===== src/rtl/core/datpm_fifo.sv =====
// Small register queue used between the front and back parts and at the output.
// Depends on nothing.
module datpm_fifo #(
    parameter int WIDTH = 1,
    parameter int DEPTH = 2
) (
    input  logic             i_clk,
    input  logic             i_rst_n,
    input  logic             i_push,
    input  logic [WIDTH-1:0] i_data,
    output logic             o_full,
    input  logic             i_pop,
    output logic [WIDTH-1:0] o_data,
    output logic             o_empty
);

    localparam int PW = (DEPTH > 1) ? $clog2(DEPTH) : 1;
    localparam int CW = $clog2(DEPTH + 1);

    logic [WIDTH-1:0] r_slot [DEPTH];
    logic [PW-1:0]    r_wptr, n_wptr;
    logic [PW-1:0]    r_rptr, n_rptr;
    logic [CW-1:0]    r_count, n_count;
    logic             push_ok;
    logic             pop_ok;

    assign o_full  = (r_count == CW'(DEPTH));
    assign o_empty = (r_count == '0);
    assign o_data  = r_slot[r_rptr];
    assign push_ok = i_push && !o_full;
    assign pop_ok  = i_pop && !o_empty;

    // Pointer and fill count updates, wrapping at the depth.
    always_comb begin
        n_wptr  = r_wptr;
        n_rptr  = r_rptr;
        n_count = r_count;
        if (push_ok) begin
            n_wptr = (r_wptr == PW'(DEPTH - 1)) ? '0 : r_wptr + 1'b1;
        end
        if (pop_ok) begin
            n_rptr = (r_rptr == PW'(DEPTH - 1)) ? '0 : r_rptr + 1'b1;
        end
        if (push_ok && !pop_ok) begin
            n_count = r_count + 1'b1;
        end else if (pop_ok && !push_ok) begin
            n_count = r_count - 1'b1;
        end
    end

    always_ff @(posedge i_clk) begin
        if (!i_rst_n) begin
            r_wptr  <= '0;
            r_rptr  <= '0;
            r_count <= '0;
        end else begin
            r_wptr  <= n_wptr;
            r_rptr  <= n_rptr;
            r_count <= n_count;
        end
    end

    // Payload slots need no reset.
    always_ff @(posedge i_clk) begin
        if (push_ok) begin
            r_slot[r_wptr] <= i_data;
        end
    end

endmodule


===== config.mk =====
export PLATFORM = sky130hd
export DESIGN_NAME = datpm_fifo
export DESIGN_NICKNAME = d
export VERILOG_FILES = /design/src/rtl/core/datpm_fifo.sv
export SDC_FILE = /design/constraint.sdc
export NUM_CORES = 1
export LEC_CHECK = 0
export BUFFER_PORTS_ARGS = -buffer_cell sky130_fd_sc_hd__buf_2
export CORE_AREA = 2 2 39 41
export DETAILED_ROUTE_END_ITERATION = 10
export DIE_AREA = 0 0 41 43
export PLACE_DENSITY_LB_ADDON = 0.25
export RECOVER_POWER = 25
export SETUP_SLACK_MARGIN = 0.05
export SYNTH_ARGS = -nofsm -noshare
export SYNTH_HDL_FRONTEND = slang
export SYNTH_SLANG_ARGS = --single-unit

===== constraint.sdc =====
create_clock -name i_clk -period 1.81 [get_ports i_clk]
set_clock_uncertainty 0.05 [all_clocks]
set_input_delay 0.4525 -clock i_clk [delete_from_list [all_inputs] [get_ports i_clk]]
set_output_delay 0.4525 -clock i_clk [all_outputs]
set_load 0.01 [all_outputs]

==> metrics, run 1 <==
slew margin rel. 78.8%; Buf/Inv on CP 1; Register Area 160 sq um; largest cells by area after synthesis dfxtp_1, edfxtp_1, and2_1; Distinct cells, synth 19; reg2reg start r_count[0]$_SDFFE_PN0P_; static leakage 0.168 nW; router iterations before antenna repair 3; clk_lat worst skew 240 ps; gr usage total 6.96%; clock root cell clkbuf_4; total grt overflow 0; Die Width 41 um; PD cells 1570 nW/um^2; Port Buffer Count 7; RSZ-0062 raised after global routing false; hold_ws 345 ps; largest net degree at the start of global routing 6; post-synth top area share 32.8%; Worst-Margin Slew 315 ps; diode count 0; layout cells sized above 1 33.3%; slowest CP cell dfxtp_1; cts repair resizes 0; Core Area 1380 sq um; FMAX 0.612 GHz; Worst setup EP type register; Worst Path Required 1930 ps; max_cap viols 0; met2 usage 10.9%; Fill cells 143; worst path cell trace nand2b_1 -> inv_2 -> nor2_1 -> ha_1 -> or3_1 -> a21boi_1; final core utilization 27.9%; DP HPWL 379 um; CTS Buf Count 3; vias in the first global route 215; post-route ant nets 0; Via Count 221; Synth area leader dfxtp_1; grt met3 use 6.28%; Residual DRC 0; GP Congestion 0.674; WL final 469 um; critical path class reg2reg; clk slew on worst S/H paths 50 ps; syn nets 34; period utilization 90.2%; pre-CTS setup slack 175 ps; H-tree depth 1; Synth Register Bits 7; CTS Buffer Depth 2; Mapped Cells 28; final hold vios 0; synth warn 0; syn avg cell area 10.9 sq um; Layout Area Growth over Synthesis 26.6%; post-synthesis sequential area ratio 52.5%; initial antenna violation count 0; Slowest Stage Delay on Critical Path 400 ps; GRT met1 Usage 5.23%; hold buffer count at CTS 0; Crit path max-delay family simple AND/OR/NAND/NOR gates; status finished clean; Mapped Area 305 sq um; Die Y 43 um; die area 1760 sq um; Multi-input gate area 138 sq um; TritonCTS Sinks 7; Post-CTS Setup Repair Bufs 0; total negative setup slack 0 ps; Layout Nets 46; busiest grt layer met2; via/cell ratio 4.02; CTS tree built; Initial Util 22.1%; worst setup margin 177 ps; beginning of the critical path r_count[0]$_SDFFE_PN0P_; num ports 8; row cnt 14; crit start category register; HP Start i_data; first-pass GRT wire length 745 um; Hold Path Class in2reg; Final Critical Period 1630 ps; maximum vdd drop 555 uV; Worst EP arrival 1760 ps; Finish-stage setup viols 0; Final Max Slew Viols 0; DR WL/cell 8.53 um; drt initial violations 4; CP max FO 5
-- cells by family after synthesis --
logic type | Yosys count | share of synthesized area [%]
simple gates | 9 | 18.0
compound gates | 5 | 10.7
flops | 7 | 52.5
xor+xnor | 3 | 8.61
fa+ha+maj | 1 | 4.10
mux | 1 | 3.69
buf+inv | 2 | 2.46
-- cells in the final DEF (no fill, tap or decap), drive strengths merged, types with 2 or more instances in the layout --
cell | Yosys | routed
inv | 2 | 2
a21boi | 2 | 2
dfxtp | 5 | 5
xnor2 | 2 | 2
and2 | 3 | 3
buf | 0 | 7
edfxtp | 2 | 2
nor2 | 2 | 2
o21ai | 2 | 2
clkbuf | 0 | 4
-- through the flow --
stage,cell area (sq um),total power [mW],instances
2_1_floorplan,305,0.413,28
3_3_place_gp,360,0.465,51
3_5_place_dp,360,0.477,51
4_1_cts,387,0.622,55
5_1_grt,387,0.657,55
6_report,387,0.606,55
-- power breakdown --
| part | internal, mW | switching, mW |
|---|---|---|
| registers | 0.210 | 0.0340 |
| logic | 0.118 | 0.107 |
| clock network | 0.0838 | 0.0529 |
-- cell type report --
type	instances	share of cell area, %
well taps	16	5.18
flip-flops and latches	7	41.4
inverters	2	1.94
repair buffers	7	9.06
clock buffers	4	6.80
multi-input cells	19	35.6
-- per-layer routing --
metal  wire length [um]  share of wire (%)
met5                  0                  0
met4                  0                  0
met2                240                 51
met1                208                 44
met3                 21                4.5
-- final timing paths --
check | depth (start not counted) | to | slack (ps)
worst min-delay path | 1 | r_slot[0]$_DFFE_PP_ | 350
worst max-delay path | 6 | r_count[1]$_SDFFE_PN0P_ | 180
worst max register to register | 6 | r_count[1]$_SDFFE_PN0P_ | 180
worst min register to register | 2 | r_count[1]$_SDFFE_PN0P_ | 470
-- synthesized netlist by cell type --
cell type / n
inv_2: 1
nor2_1: 2
o21ai_1: 1
a21boi_0: 1
xnor2_1: 2
nand2b_1: 1
nor3_2: 1
edfxtp_1: 2
or3_1: 1
xor2_1: 1
inv_1: 1
and2_1: 3
o21a_1: 1
ha_1: 1
mux2_2: 1
a21boi_1: 1
o21ai_0: 1
and3_1: 1
dfxtp_1: 5
-- worst register-to-register path: cells and delay by family, from the launching register on --
family / cells / cell delay [ps]
buffers and inverters: 1 / 60
flip-flops: 1 / 400
adder cells (fa/ha/maj): 1 / 270
AO/OA/AOI/OAI: 1 / 150
AND/OR/NAND/NOR: 3 / 650
(Power assumes the default switching activity.)
==> run 2, diff against run 1 <==
PLACE_DENSITY_LB_ADDON = 0.05   (was 0.25)
REMOVE_ABC_BUFFERS = 1   (was not set)
==> run 2 against run 1 <==
  * Via count up 4.5%
  * Die area unchanged
  * Clock power about the same
  * Global-route usage up 0.78 points
  * Clock-buffer cell count unchanged
  * Fmax down 0.51%
  * Setup slack worse by 8.3 ps
  * Largest cell class unchanged
==> metrics, run 2 (synthesis gave the netlist of run 1 again) <==
status finished clean; clk_lat worst skew 250 ps; slew margin rel. 80.1%; total grt overflow 0; initial antenna violation count 0; RSZ-0062 raised after global routing false; via/cell ratio 4.20; slowest CP cell dfxtp_1; diode count 0; Register Area 160 sq um; crit start category register; CTS tree built; Residual DRC 0; Tot Pwr 610 uW; Final Critical Period 1640 ps; CTS Buffer Depth 2; drt initial violations 6; die area 1760 sq um; Port Buffer Count 7; final hold vios 0; Hold Path Class in2reg; HP Start i_data; clk slew on worst S/H paths 50 ps; total negative setup slack 0 ps; post-route ant nets 0; Via Count 231; TritonCTS Sinks 7; Post-CTS Setup Repair Bufs 0; layout cells sized above 1 33.3%; first-pass GRT wire length 821 um; beginning of the critical path r_count[0]$_SDFFE_PN0P_; num ports 8; period utilization 90.7%; Core Area 1380 sq um; Die Width 41 um; router iterations before antenna repair 3; H-tree depth 1; clock root cell clkbuf_4; Multi-input gate area 138 sq um; DP HPWL 397 um; Layout Area Growth over Synthesis 26.6%; Finish-stage setup viols 0; DR WL/cell 8.96 um; maximum vdd drop 532 uV; Final Max Slew Viols 0; row cnt 14; worst setup margin 169 ps; Die Y 43 um; GP Congestion 0.624; commonest cells after routing, fill and taps aside buf_2, dfxtp_1, and2_1, clkbuf_4; Initial Util 22.1%; most common cell after layout, fill and taps aside buf_2; PD cells 1580 nW/um^2; WL final 493 um; FMAX 0.609 GHz; Worst EP arrival 1760 ps; gr usage total 7.75%; static leakage 0.168 nW; critical path class reg2reg; Worst setup EP type register; Layout Nets 46; Slowest Stage Delay on Critical Path 400 ps; worst path cell trace nand2b_1 -> inv_2 -> nor2_1 -> ha_1 -> or3_1 -> a21boi_1; reg2reg start r_count[0]$_SDFFE_PN0P_; largest net degree at the start of global routing 6; pre-CTS setup slack 154 ps; hold buffer count at CTS 0; CTS Buf Count 3; Worst Path Required 1930 ps; Worst-Margin Slew 295 ps; cts repair resizes 0; vias in the first global route 237; max_cap viols 0; CP max FO 5; Fill cells 151
run 2: per-layer routing:
metal / up-vias / global-route usage [%] / part of all wire, % / wire length [um]
met5: - / 0 / 0 / 0
met4: 0 / 4.00 / 0 / 0
met3: 0 / 7.85 / 7.5 / 37
met2: 5 / 11.9 / 55 / 272
met1: 110 / 5.83 / 37 / 184
li1: 116 / - / - / -
run 2: cell type report:
| cell class | count | area share [%] |
|---|---|---|
| multi-input combinational | 19 | 35.6 |
| tap | 16 | 5.18 |
| clock buffer | 4 | 6.80 |
| timing repair buffer | 7 | 9.06 |
| inverter | 2 | 1.94 |
| sequential | 7 | 41.4 |
run 2: worst max-delay path: cells and delay by family (launching register included):
family | cells | cell delay [ps]
adder cells (fa/ha/maj) | 1 | 270
buffers and inverters | 1 | 60
AO/OA/AOI/OAI | 1 | 160
flip-flops | 1 | 400
AND/OR/NAND/NOR | 3 | 640
run 2: report_power, final:
part | switching [mW] | leakage (nW) | total, mW | internal, mW
sequential | 0.0333 | 0.0600 | 0.243 | 0.210
clock | 0.0550 | 0.0150 | 0.139 | 0.0840
combinational | 0.110 | 0.0927 | 0.228 | 0.118
total | 0.198 | 0.168 | 0.610 | 0.412
run 2: worst paths after layout:
| check | cells past startpoint | slack [ps] | endpoint |
|---|---|---|---|
| setup / recovery | 6 | 170 | r_count[1]$_SDFFE_PN0P_ |
| hold / removal | 1 | 340 | r_slot[1]$_DFFE_PP_ |
| setup reg to reg | 6 | 170 | r_count[1]$_SDFFE_PN0P_ |
| hold reg to reg | 2 | 480 | r_count[1]$_SDFFE_PN0P_ |
run 2: stage by stage:
| stage | util (%) | hold slack [ps] | cells | cell area (sq um) |
|---|---|---|---|---|
| floorplan | - | 433 | 28 | 305 |
| global placement | 26.0 | 448 | 51 | 360 |
| detailed placement | 26.0 | 478 | 51 | 360 |
| CTS | 27.9 | 332 | 55 | 387 |
| global route | 27.9 | 329 | 55 | 387 |
| finish | 27.9 | 342 | 55 | 387 |
==> run 3, diff against run 2 <==
CELL_PAD_IN_SITES_DETAIL_PLACEMENT = 0   (was not set)
CELL_PAD_IN_SITES_GLOBAL_PLACEMENT = 1   (was not set)
==> run 3 against run 2 <==
  * Cell count is the same
  * First-iteration DRC count shrank 83%
  * Global-route usage grew 0.31 points
  * Worst hold slack gained 27 ps
  * Largest cell class unchanged
  * Largest power group unchanged
==> metrics, run 3 (synthesis gave the netlist of run 1 again) <==
Worst setup EP type register; hold buffer count at CTS 0; crit start category register; hold path cells 1; Worst EP arrival 1720 ps; TritonCTS Sinks 7; Worst-Margin Slew 333 ps; total negative setup slack 0 ps; PD cells 1590 nW/um^2; FF-to-FF End r_count[1]$_SDFFE_PN0P_; CTS Buffer Depth 2; CP max FO 5; die area 1760 sq um; Residual DRC 0; Finish-stage setup viols 0; gr usage total 8.06%; highest metal used met4; layout cells sized above 1 33.3%; router iterations before antenna repair 2; total grt overflow 0; Initial Util 22.1%; reg2reg start r_count[0]$_SDFFE_PN0P_; WL final 510 um; diode count 0; worst path cell trace nand2b_1 -> inv_2 -> nor2_1 -> ha_1 -> or3_1 -> a21boi_1; clk slew on worst S/H paths 50 ps; post-route ant nets 0; drt initial violations 1; Post-CTS Setup Repair Bufs 0; largest net degree at the start of global routing 6; Buf/Inv on CP 1; commonest cells after routing, fill and taps aside buf_2, dfxtp_1, and2_1, clkbuf_4; CP endpoint r_count[1]$_SDFFE_PN0P_; Multi-input gate area 138 sq um; FMAX 0.631 GHz; Layout Nets 46; H-tree depth 1; WP depth 6; Core Area 1380 sq um; slowest CP cell dfxtp_2; clock root cell clkbuf_4; Final Max Slew Viols 0; RSZ-0062 raised after global routing false; initial antenna violation count 0; GP Congestion 0.659; DP HPWL 421 um; vias in the first global route 222; beginning of the critical path r_count[0]$_SDFFE_PN0P_; Layout Area Growth over Synthesis 26.6%; critical path class reg2reg; DR WL/cell 9.27 um; Port Buffer Count 7; Register Area 161 sq um; most common cell after layout, fill and taps aside buf_2; Slowest Stage Delay on Critical Path 360 ps; max_cap viols 0; WL met3 24 um; CTS Buf Count 3; dpl cell area 360 sq um; FF-to-FF path depth 6; row cnt 14; Reg2Reg Setup Slack 230 ps; Met1 Wirelength 199 um; DR WL met2 273 um; period utilization 87.5%; num ports 8; Final Critical Period 1580 ps; Die Width 41 um; static leakage 0.165 nW; Worst Path Required 1950 ps; first-pass GRT wire length 897 um; via/cell ratio 4.18; maximum vdd drop 643 uV; final hold vios 0; clk_lat worst skew 250 ps; Die Y 43 um; status finished clean; Design Area, Final 387 sq um; Fill cells 156; slew margin rel. 77.6%; Crit path max-delay family simple AND/OR/NAND/NOR gates; Hold Path Class in2reg; Via Count 230; CTS tree built
## run 3: layout make-up
class                      count  share of cell area (%)
inverter                       2                    1.94
sequential                     7                    41.7
multi-input combinational     19                    35.6
timing repair buffer           7                    8.74
tap                           16                    5.18
clock buffer                   4                    6.80
## run 3: worst reg2reg max path: stages, from the launching register on
cell	delay, ps
dfxtp_2	360
nand2b_1	170
inv_2	60
nor2_1	110
ha_1	270
or3_1	360
a21boi_1	140
## run 3: timing repair
| action | in CTS | in global routing |
|---|---|---|
| resized for setup | 0 | 1 |
| endpoints found under the setup margin | 0 | 1 |
| endpoints found under the hold margin | 0 | 0 |
## run 3: report_power, final
group	switching (mW)	total (mW)	internal, mW	leakage (nW)
Clock	0.0586	0.143	0.0842	0.0150
Sequential	0.0326	0.245	0.212	0.0603
Combinational	0.110	0.227	0.118	0.0899
## run 3: metrics by stage
stage	hold WS (ps)	cells	total power [mW]	util (%)	worst slack (ps)
after floorplan	433	28	0.413	-	289
after global placement	454	51	0.471	26.0	192
after detailed placement	465	51	0.478	26.0	158
after CTS	343	55	0.625	27.9	140
after global routing	397	55	0.668	27.9	79.3
final	370	55	0.615	27.9	226
## run 3: how the worst min path moves through the flow
stage / from / to / slack (ps)
2_1_floorplan: r_count[1]$_SDFFE_PN0P_ / r_count[1]$_SDFFE_PN0P_ / 430
3_3_place_gp: r_count[1]$_SDFFE_PN0P_ / r_count[1]$_SDFFE_PN0P_ / 450
3_5_place_dp: r_count[1]$_SDFFE_PN0P_ / r_count[1]$_SDFFE_PN0P_ / 460
4_1_cts: i_data / r_slot[1]$_DFFE_PP_ / 340
5_1_grt: i_data / r_slot[1]$_DFFE_PP_ / 400
6_report: i_data / r_slot[0]$_DFFE_PP_ / 370
## run 3: per-layer routing
layer / global-route usage (%) / vias to the layer above
met1: 9.74 / 108
met3: 3.14 / 2
li1: - / 115
met4: 6.00 / 0
met2: 10.9 / 5
met5: 0 / -
